$ cat src/sv/lkv_pkg.sv
// shared types and constants of the lru key-value cache
// no dependencies; imported by lkv_cell, lkv_ctrl, lru_key_value_cache_top and the testbench
package lkv_pkg;

  localparam int KEY_W = 32;
  localparam int VAL_W = 32;
  localparam int CAP_W = 5;

  localparam logic [CAP_W-1:0] CAP_RESET  = 5'd16;
  localparam logic [VAL_W-1:0] MISS_VALUE = {VAL_W{1'b1}};
  localparam logic [VAL_W-1:0] PUT_VALUE  = {VAL_W{1'b0}};

  // operation codes
  localparam logic OP_GET = 1'b0;
  localparam logic OP_PUT = 1'b1;

  // which cell an update command selects
  localparam logic [1:0] TGT_NONE = 2'd0;
  localparam logic [1:0] TGT_HIT  = 2'd1;
  localparam logic [1:0] TGT_FREE = 2'd2;
  localparam logic [1:0] TGT_LRU  = 2'd3;

  // lookup token passed from cell to cell
  typedef struct packed {
    logic             active;
    logic             hit;
    logic             free_taken;
    logic [VAL_W-1:0] value;
  } lkv_scan_t;

  // update command broadcast to every cell
  typedef struct packed {
    logic             upd;
    logic [1:0]       tgt;
    logic             wr_val;
    logic [KEY_W-1:0] key;
    logic [VAL_W-1:0] value;
  } lkv_cmd_t;

endpackage

$ cat src/sv/lru_key_value_cache_top.sv
// top level of the fully associative lru key-value cache
// one transaction at a time: in_stall holds off a new one until the last has retired,
//   after its lookup token has passed through the row of DEPTH cells, one cell per cycle
// reset (synchronous, rst_n low): valid marks, ranks and occupancy cleared,
//   capacity set to 16; keys and values are left as they are
module lru_key_value_cache_top #(
  parameter int DEPTH = 16
) (
  input  logic                             clk,
  input  logic                             rst_n,
  input  logic                             in_valid,
  output logic                             in_stall,
  input  logic                             in_operation,
  input  logic signed [lkv_pkg::KEY_W-1:0] in_lookup_key,
  input  logic signed [lkv_pkg::VAL_W-1:0] in_write_value,
  output logic                             out_valid,
  input  logic                             out_stall,
  output logic                             out_found,
  output logic signed [lkv_pkg::VAL_W-1:0] out_read_value,
  input  logic                             cfg_valid,
  output logic                             cfg_ready,
  input  logic [lkv_pkg::CAP_W-1:0]        cfg_capacity
);
  import lkv_pkg::*;

  localparam int RANK_W = (DEPTH > 1) ? $clog2(DEPTH) : 1;
  localparam int OCC_W  = $clog2(DEPTH + 1);

  lkv_scan_t         scan_chain [DEPTH+1];
  logic [RANK_W-1:0] hrank_chain [DEPTH+1];
  lkv_cmd_t          cmd;
  logic [RANK_W-1:0] thresh;

  // sequencer
  lkv_ctrl #(
    .DEPTH  (DEPTH),
    .RANK_W (RANK_W),
    .OCC_W  (OCC_W)
  ) u_ctrl (
    .clk            (clk),
    .rst_n          (rst_n),
    .in_valid       (in_valid),
    .in_stall       (in_stall),
    .in_operation   (in_operation),
    .in_lookup_key  (in_lookup_key),
    .in_write_value (in_write_value),
    .out_valid      (out_valid),
    .out_stall      (out_stall),
    .out_found      (out_found),
    .out_read_value (out_read_value),
    .cfg_valid      (cfg_valid),
    .cfg_ready      (cfg_ready),
    .cfg_capacity   (cfg_capacity),
    .scan_head      (scan_chain[0]),
    .hrank_head     (hrank_chain[0]),
    .scan_tail      (scan_chain[DEPTH]),
    .hrank_tail     (hrank_chain[DEPTH]),
    .cmd            (cmd),
    .thresh         (thresh)
  );

  // row of entry cells, lookup token handed down one cell per cycle
  for (genvar i = 0; i < DEPTH; i++) begin : g_cell
    lkv_cell #(
      .RANK_W (RANK_W)
    ) u_cell (
      .clk       (clk),
      .rst_n     (rst_n),
      .scan_in   (scan_chain[i]),
      .hrank_in  (hrank_chain[i]),
      .cmd       (cmd),
      .thresh    (thresh),
      .scan_out  (scan_chain[i+1]),
      .hrank_out (hrank_chain[i+1])
    );
  end

endmodule

$ cat src/sv/lkv_cell.sv
// one entry of the cache: valid mark, key, value and recency rank
// depends on lkv_pkg for the lookup token and update command types
module lkv_cell #(
  parameter int RANK_W = 4
) (
  input  logic                clk,
  input  logic                rst_n,
  input  lkv_pkg::lkv_scan_t  scan_in,
  input  logic [RANK_W-1:0]   hrank_in,
  input  lkv_pkg::lkv_cmd_t   cmd,
  input  logic [RANK_W-1:0]   thresh,
  output lkv_pkg::lkv_scan_t  scan_out,
  output logic [RANK_W-1:0]   hrank_out
);
  import lkv_pkg::*;

  logic              valid_r, valid_nxt;
  logic [RANK_W-1:0] rank_r, rank_nxt;
  logic [KEY_W-1:0]  key_r, key_nxt;
  logic [VAL_W-1:0]  val_r, val_nxt;
  logic              hit_here_r, hit_here_nxt;
  logic              free_here_r, free_here_nxt;
  lkv_scan_t         scan_r, scan_nxt;
  logic [RANK_W-1:0] hrank_r, hrank_nxt;
  logic              match;
  logic              is_tgt;

  assign match = valid_r && (key_r == cmd.key);

  // update target selection
  always_comb begin
    case (cmd.tgt)
      TGT_HIT:  is_tgt = hit_here_r;
      TGT_FREE: is_tgt = free_here_r;
      TGT_LRU:  is_tgt = valid_r && (rank_r == thresh);
      default:  is_tgt = 1'b0;
    endcase
  end

  // lookup pass and entry update
  always_comb begin
    valid_nxt     = valid_r;
    rank_nxt      = rank_r;
    key_nxt       = key_r;
    val_nxt       = val_r;
    hit_here_nxt  = hit_here_r;
    free_here_nxt = free_here_r;
    scan_nxt      = scan_r;
    hrank_nxt     = hrank_r;
    scan_nxt.active = 1'b0;
    if (scan_in.active) begin
      scan_nxt.active     = 1'b1;
      scan_nxt.hit        = scan_in.hit | match;
      scan_nxt.free_taken = scan_in.free_taken | ~valid_r;
      scan_nxt.value      = match ? val_r : scan_in.value;
      hrank_nxt           = match ? rank_r : hrank_in;
      hit_here_nxt        = match;
      free_here_nxt       = ~valid_r & ~scan_in.free_taken;
    end
    if (cmd.upd) begin
      if (is_tgt) begin
        valid_nxt = 1'b1;
        rank_nxt  = '0;
        key_nxt   = cmd.key;
        if (cmd.wr_val) begin
          val_nxt = cmd.value;
        end
      end else if (valid_r && (rank_r < thresh)) begin
        rank_nxt = rank_r + RANK_W'(1);
      end
    end
  end

  // control state and lookup token
  always_ff @(posedge clk) begin
    if (!rst_n) begin
      valid_r       <= 1'b0;
      rank_r        <= '0;
      hit_here_r    <= 1'b0;
      free_here_r   <= 1'b0;
      scan_r        <= '0;
    end else begin
      valid_r       <= valid_nxt;
      rank_r        <= rank_nxt;
      hit_here_r    <= hit_here_nxt;
      free_here_r   <= free_here_nxt;
      scan_r        <= scan_nxt;
    end
  end

  // payload
  always_ff @(posedge clk) begin
    key_r               <= key_nxt;
    val_r               <= val_nxt;
    hrank_r             <= hrank_nxt;
  end

  assign scan_out  = scan_r;
  assign hrank_out = hrank_r;

endmodule

$ cat src/sv/lkv_ctrl.sv
// sequencer of the cache: transaction handshakes, capacity register, occupancy
// and the decision that turns a lookup summary into an update command; uses lkv_pkg
module lkv_ctrl #(
  parameter int DEPTH  = 16,
  parameter int RANK_W = 4,
  parameter int OCC_W  = 5
) (
  input  logic                             clk,
  input  logic                             rst_n,
  input  logic                             in_valid,
  output logic                             in_stall,
  input  logic                             in_operation,
  input  logic signed [lkv_pkg::KEY_W-1:0] in_lookup_key,
  input  logic signed [lkv_pkg::VAL_W-1:0] in_write_value,
  output logic                             out_valid,
  input  logic                             out_stall,
  output logic                             out_found,
  output logic signed [lkv_pkg::VAL_W-1:0] out_read_value,
  input  logic                             cfg_valid,
  output logic                             cfg_ready,
  input  logic [lkv_pkg::CAP_W-1:0]        cfg_capacity,
  output lkv_pkg::lkv_scan_t               scan_head,
  output logic [RANK_W-1:0]                hrank_head,
  input  lkv_pkg::lkv_scan_t               scan_tail,
  input  logic [RANK_W-1:0]                hrank_tail,
  output lkv_pkg::lkv_cmd_t                cmd,
  output logic [RANK_W-1:0]                thresh
);
  import lkv_pkg::*;

  localparam int CMP_W = (OCC_W > CAP_W) ? OCC_W : CAP_W;

  localparam logic [1:0] ST_IDLE = 2'd0;
  localparam logic [1:0] ST_SCAN = 2'd1;
  localparam logic [1:0] ST_UPD  = 2'd2;

  logic [1:0]       state_r, state_nxt;
  logic             launch_r, launch_nxt;
  logic [CAP_W-1:0] cap_r, cap_nxt;
  logic [OCC_W-1:0] occ_r, occ_nxt;
  logic             op_r, op_nxt;
  logic [KEY_W-1:0] key_r, key_nxt;
  logic [VAL_W-1:0] wval_r, wval_nxt;
  logic             found_r, found_nxt;
  logic [VAL_W-1:0] hval_r, hval_nxt;
  logic [RANK_W-1:0] hrank_r, hrank_nxt;
  logic             out_valid_r, out_valid_nxt;
  logic             out_found_r, out_found_nxt;
  logic [VAL_W-1:0] out_value_r, out_value_nxt;
  logic             accept;
  logic             out_free;
  logic             retire;
  logic [CMP_W-1:0] eff_cap;
  logic             full;
  logic             do_upd;
  logic [1:0]       tgt;
  logic             wr_val;
  logic             grow;

  assign accept   = in_valid && (state_r == ST_IDLE);
  assign out_free = !out_valid_r || !out_stall;
  assign retire   = (state_r == ST_UPD) && out_free;

  // effective capacity is the smaller of the register and the depth
  assign eff_cap = (CMP_W'(cap_r) < CMP_W'(DEPTH)) ? CMP_W'(cap_r) : CMP_W'(DEPTH);
  assign full    = CMP_W'(occ_r) >= eff_cap;

  // update decision from the lookup summary
  always_comb begin
    do_upd = 1'b0;
    tgt    = TGT_NONE;
    wr_val = 1'b0;
    thresh = '0;
    grow   = 1'b0;
    if (found_r) begin
      do_upd = 1'b1;
      tgt    = TGT_HIT;
      wr_val = (op_r == OP_PUT);
      thresh = hrank_r;
    end else if (op_r == OP_PUT) begin
      wr_val = 1'b1;
      if (full) begin
        do_upd = (occ_r != '0);
        tgt    = TGT_LRU;
        thresh = RANK_W'(occ_r - OCC_W'(1));
      end else begin
        do_upd = 1'b1;
        tgt    = TGT_FREE;
        thresh = RANK_W'(occ_r);
        grow   = 1'b1;
      end
    end
  end

  assign cmd.upd    = retire && do_upd;
  assign cmd.tgt    = tgt;
  assign cmd.wr_val = wr_val;
  assign cmd.key    = key_r;
  assign cmd.value  = wval_r;

  // lookup token launched into the first cell
  assign scan_head.active     = launch_r;
  assign scan_head.hit        = 1'b0;
  assign scan_head.free_taken = 1'b0;
  assign scan_head.value      = '0;
  assign hrank_head           = '0;

  // sequencer
  always_comb begin
    state_nxt     = state_r;
    launch_nxt    = 1'b0;
    cap_nxt       = cap_r;
    occ_nxt       = occ_r;
    op_nxt        = op_r;
    key_nxt       = key_r;
    wval_nxt      = wval_r;
    found_nxt     = found_r;
    hval_nxt      = hval_r;
    hrank_nxt     = hrank_r;
    out_valid_nxt = out_valid_r && out_stall;
    out_found_nxt = out_found_r;
    out_value_nxt = out_value_r;
    if (cfg_valid && cfg_ready) begin
      cap_nxt = cfg_capacity;
    end
    case (state_r)
      ST_IDLE: begin
        if (accept) begin
          op_nxt     = in_operation;
          key_nxt    = $unsigned(in_lookup_key);
          wval_nxt   = $unsigned(in_write_value);
          launch_nxt = 1'b1;
          state_nxt  = ST_SCAN;
        end
      end
      ST_SCAN: begin
        if (scan_tail.active) begin
          found_nxt = scan_tail.hit;
          hval_nxt  = scan_tail.value;
          hrank_nxt = hrank_tail;
          state_nxt = ST_UPD;
        end
      end
      ST_UPD: begin
        if (out_free) begin
          out_valid_nxt = 1'b1;
          out_found_nxt = found_r;
          if (op_r == OP_PUT) begin
            out_value_nxt = PUT_VALUE;
          end else begin
            out_value_nxt = found_r ? hval_r : MISS_VALUE;
          end
          if (grow) begin
            occ_nxt = occ_r + OCC_W'(1);
          end
          state_nxt = ST_IDLE;
        end
      end
      default: begin
        state_nxt = ST_IDLE;
      end
    endcase
  end

  // control state
  always_ff @(posedge clk) begin
    if (!rst_n) begin
      state_r     <= ST_IDLE;
      launch_r    <= 1'b0;
      cap_r       <= CAP_RESET;
      occ_r       <= '0;
      out_valid_r <= 1'b0;
    end else begin
      state_r     <= state_nxt;
      launch_r    <= launch_nxt;
      cap_r       <= cap_nxt;
      occ_r       <= occ_nxt;
      out_valid_r <= out_valid_nxt;
    end
  end

  // payload
  always_ff @(posedge clk) begin
    op_r        <= op_nxt;
    key_r       <= key_nxt;
    wval_r      <= wval_nxt;
    found_r     <= found_nxt;
    hval_r      <= hval_nxt;
    hrank_r     <= hrank_nxt;
    out_found_r <= out_found_nxt;
    out_value_r <= out_value_nxt;
  end

  assign in_stall       = (state_r != ST_IDLE);
  assign cfg_ready      = (state_r == ST_IDLE);
  assign out_valid      = out_valid_r;
  assign out_found      = out_found_r;
  assign out_read_value = $signed(out_value_r);

  // checks
  a_occ_bound: assert property (@(posedge clk) disable iff (!rst_n)
    CMP_W'(occ_r) <= CMP_W'(DEPTH))
    else $error("occupancy beyond depth");

  a_tail_in_scan: assert property (@(posedge clk) disable iff (!rst_n)
    scan_tail.active |-> (state_r == ST_SCAN))
    else $error("lookup token arrived outside a scan");

  a_accept_launch: assert property (@(posedge clk) disable iff (!rst_n)
    accept |=> (launch_r && (state_r == ST_SCAN)))
    else $error("accepted transaction not launched");

  a_result_from_upd: assert property (@(posedge clk) disable iff (!rst_n)
    $rose(out_valid_r) |-> ($past(state_r) == ST_UPD))
    else $error("result raised outside the update step");

  a_upd_only_retire: assert property (@(posedge clk) disable iff (!rst_n)
    cmd.upd |-> (state_r == ST_UPD) && out_free)
    else $error("entry update outside the update step");

endmodule

$ cat config.mk
export PLATFORM = sky130hd
export DESIGN_NAME = lru_key_value_cache_top
export DESIGN_NICKNAME = d
export VERILOG_FILES = /design/src/sv/lkv_pkg.sv /design/src/sv/lru_key_value_cache_top.sv /design/src/sv/lkv_cell.sv /design/src/sv/lkv_ctrl.sv
export SDC_FILE = /design/constraint.sdc
export NUM_CORES = 2
export LEC_CHECK = 0
export BUFFER_PORTS_ARGS = -buffer_cell sky130_fd_sc_hd__buf_4
export CAP_MARGIN = 20
export CORE_UTILIZATION = 30
export DETAILED_ROUTE_END_ITERATION = 8
export HOLD_SLACK_MARGIN = 0.15
export PLACE_DENSITY = 0.42
export SLEW_MARGIN = 20
export SYNTH_ARGS = -nofsm -noshare
export SYNTH_HDL_FRONTEND = slang
export SYNTH_SLANG_ARGS = --single-unit
$ cat constraint.sdc
create_clock -name clk -period 6.2 [get_ports clk]
set_input_delay 0.93 -clock clk [delete_from_list [all_inputs] [get_ports clk]]
set_output_delay 0.93 -clock clk [all_outputs]
set_load 0.03 [all_outputs]
==> results.txt <==
Async S/R FF share, synth: 0%
Resized Gates After CTS: 0
Initial antenna violation count: 14
Sequential-to-total area share from yosys stat: 67.4%
Multi-input gate area: 0.0226 mm^2
Placed cell count: 8795
Clock-pin transition on the worst setup and hold timing paths: 0.06 ns
Netlist cell types: 61
Final wirelength: 198000 um
Worst reg2reg path endpoint: g_cell[9].u_cell.val_r[7]
Main synth FF type: edfxtp_1
Mean Syn Cell Area: 13.4 um^2
Cell leakage power: 0.0315 uW
Relative slew slack: 28.2%
Worst r2r src: u_ctrl.occ_r[0]
Gpl congestion: 0.768
Vias in the first global route: 43295
FF/Latch Area: 0.0504 mm^2
Setup TNS: 0 ns
RSZ-0062 raised after global routing: no
Clock Skews: 0.0875 ns
CTS tree: done
Num CTS Buffers: 213
Clock sink total: 1906
Cts hold-fix bufs: 0
Synth warn: 0
CP Max Fanout: 32
P per Cell Area: 311 mW/mm^2
P&R area growth vs syn: 16.1%
Register bit total from synthesis: 1906
Die ar.: 0.251 mm^2
H-tree levels: 4
Total global routing overflow: 0
Total Routing Usage GR: 15.7%
Fin worst setup slack: 1.35 ns
Clock period minus worst slack: 4.85 ns
Core area: 0.247 mm^2
Number of flops mapped to enable cells by yosys: 1223
Dpl hpwl: 128000 um
Vias: 43269
Fillers: 23983
Net Count, Synth: 5763
Synthesized area: 0.0748 mm^2
Yosys top cell by area: edfxtp_1
Final count of pins violating max slew: 0
Commonest cells after routing, fill and taps aside: edfxtp_1, dfxtp_1, a21oi_1, o21ai_0, mux2i_1
Status: complete, no violations
Cells on Worst Hold Path: 1
Crit path to: g_cell[9].u_cell.val_r[7]
Drt first-iter violations: 2726
Worst-Margin Slew: 1.07 ns
Die height: 501 um
Worst skew pair latency: 0.86 ns
PortBufs: 110
Gate Count Post-Synth: 5600
CP startpoint: u_ctrl.occ_r[0]
Period utilization: 78.2%
Worst setup EP type: flip-flop
Maxcap violations: 0
Largest net degree at the start of global routing: 201
Commonest non-fill, non-tap cell in the layout: edfxtp_1
NumNets Final: 5864
Element type at the critical path start: flip-flop
DRC: 0
Yosys top cell area share: 49.1%
Layout cell share with drive strength beyond 1: 12.3%
Clk root buf: clkbuf_16
First-pass GRT wire length: 296000 um
Clock buffer depth: 3
Total iterations of the first detailed-routing run: 5
FF-to-FF path depth: 14
Post-place setup slack: 1.29 ns
# Post-CTS Setup Buffers: 0
Ports: 111
Final Setup Violations: 0
Largest cells by area after synthesis: edfxtp_1, dfxtp_1, mux2i_1
R2R Setup Slk: 1.35 ns
Crit path arrival time: 5.33 ns
Die extent in x: 501 um
Required time worst endpoint: 6.68 ns
Achievable Freq: 206 MHz
Vias per inst: 4.70
Routed Antenna Nets: 0
Fin. Hold Viols: 0
Std-Cell Rows: 182
Peak supply drop: 0.261 mV
Routed wire length per instance: 21.5 um
Initial Util: 30.3%
Final core area utilization: 35.2%
Worst Hold Class: in2reg
Post-Layout Cell Count: 9211
Kind of critical path: reg2reg
-- synth_stat cells (57+ instances only) --
master / number
edfxtp_1: 1223
dfxtp_1: 683
a21oi_1: 578
o21ai_0: 522
mux2i_1: 510
xor2_1: 272
xnor2_1: 240
clkbuf_1: 238
nand2_1: 145
nand3_1: 145
nor2_1: 113
buf_2: 108
ha_1: 88
nor4_1: 85
inv_1: 81
nand4_1: 76
a31oi_1: 57
-- state kept, by name, summed over array words and instances, names as in the netlist, 5 cells and up --
register	flops
g_cell.u_cell.valid_r	16
u_ctrl.hval_r	32
g_cell.u_cell.free_here_r	16
g_cell.u_cell.val_r	512
u_ctrl.key_r	32
u_ctrl.occ_r	5
g_cell.u_cell.hrank_out	64
g_cell.u_cell.key_r	512
g_cell.u_cell.scan_out	557
u_ctrl.wval_r	32
g_cell.u_cell.hit_here_r	16
u_ctrl.cap_r	5
g_cell.u_cell.rank_r	64
u_ctrl.out_read_value	32
-- final cells by class --
class	count	share of cell area, %
antenna	8	0.0231
clock buffer	314	7.17
clock inverter	91	0.986
inverter	81	0.353
multi-input combinational	3230	26.1
sequential	1906	58.1
tap	3312	4.77
timing repair buffer	269	2.58
-- how the worst min path moves through the flow --
| stage | from | end | slack [ns] |
|---|---|---|---|
| 5_1_grt | in_write_value[29] | u_ctrl.wval_r[29] | 0.18 |
| 4_1_cts | in_write_value[29] | u_ctrl.wval_r[29] | 0.15 |
| 3_5_place_dp | g_cell[15].u_cell.hrank_out[3] | u_ctrl.hrank_r[3] | 0.41 |
| 3_3_place_gp | g_cell[15].u_cell.hrank_out[1] | u_ctrl.hrank_r[1] | 0.40 |
| 6_report | in_write_value[29] | u_ctrl.wval_r[29] | 0.25 |
| 2_1_floorplan | g_cell[15].u_cell.hrank_out[0] | u_ctrl.hrank_r[0] | 0.40 |
-- routing by layer --
metal / global-route usage, % / vias to the layer above / part of all wire (%)
li1: - / 20966 / -
met1: 23.2 / 21286 / 50
met2: 24.0 / 743 / 44
met3: 2.20 / 274 / 4.0
met4: 3.66 / 0 / 1.9
met5: 0 / - / 0
-- cells by family (layout without fill, tap and decap cells) --
kind of cell	after synthesis	after routing	synth area share [%]
AO/OA/AOI/OAI	1284	1284	9.20
XOR/XNOR	513	513	6.02
adder cells (fa/ha/maj)	88	88	1.47
buffers and inverters	464	755	2.72
flip-flops	1906	1906	67.4
multiplexers	553	553	7.47
other	0	8	0
AND/OR/NAND/NOR	792	792	5.73
-- critical path, stage by stage (launching register included) --
cell and delay, ns:
dfxtp_1 0.47, inv_1 0.13, ha_1 0.31, nor2b_1 0.16, o21ai_1 0.10, buf_4 0.21
a21boi_1 0.49, xnor2_1 0.19, a22o_1 0.44, buf_4 0.32, ha_1 0.27, nand3_1 0.09
nor2_1 0.06, a221oi_1 0.86, nor2_4 0.37
-- power by group --
group          internal [uW]  switching [uW]
Combinational            254             496
Sequential             13600             178
Clock                   7290            5260
-- per-stage QoR --
step	instance area, um^2	hold slack, ns	power [uW]
2_1_floorplan	74800	0.400	14400
3_3_place_gp	79600	0.403	14800
3_5_place_dp	79700	0.410	14800
4_1_cts	86800	0.153	27500
5_1_grt	86800	0.177	28000
6_report	86800	0.253	27000
Power figures use the tool's default switching activity.
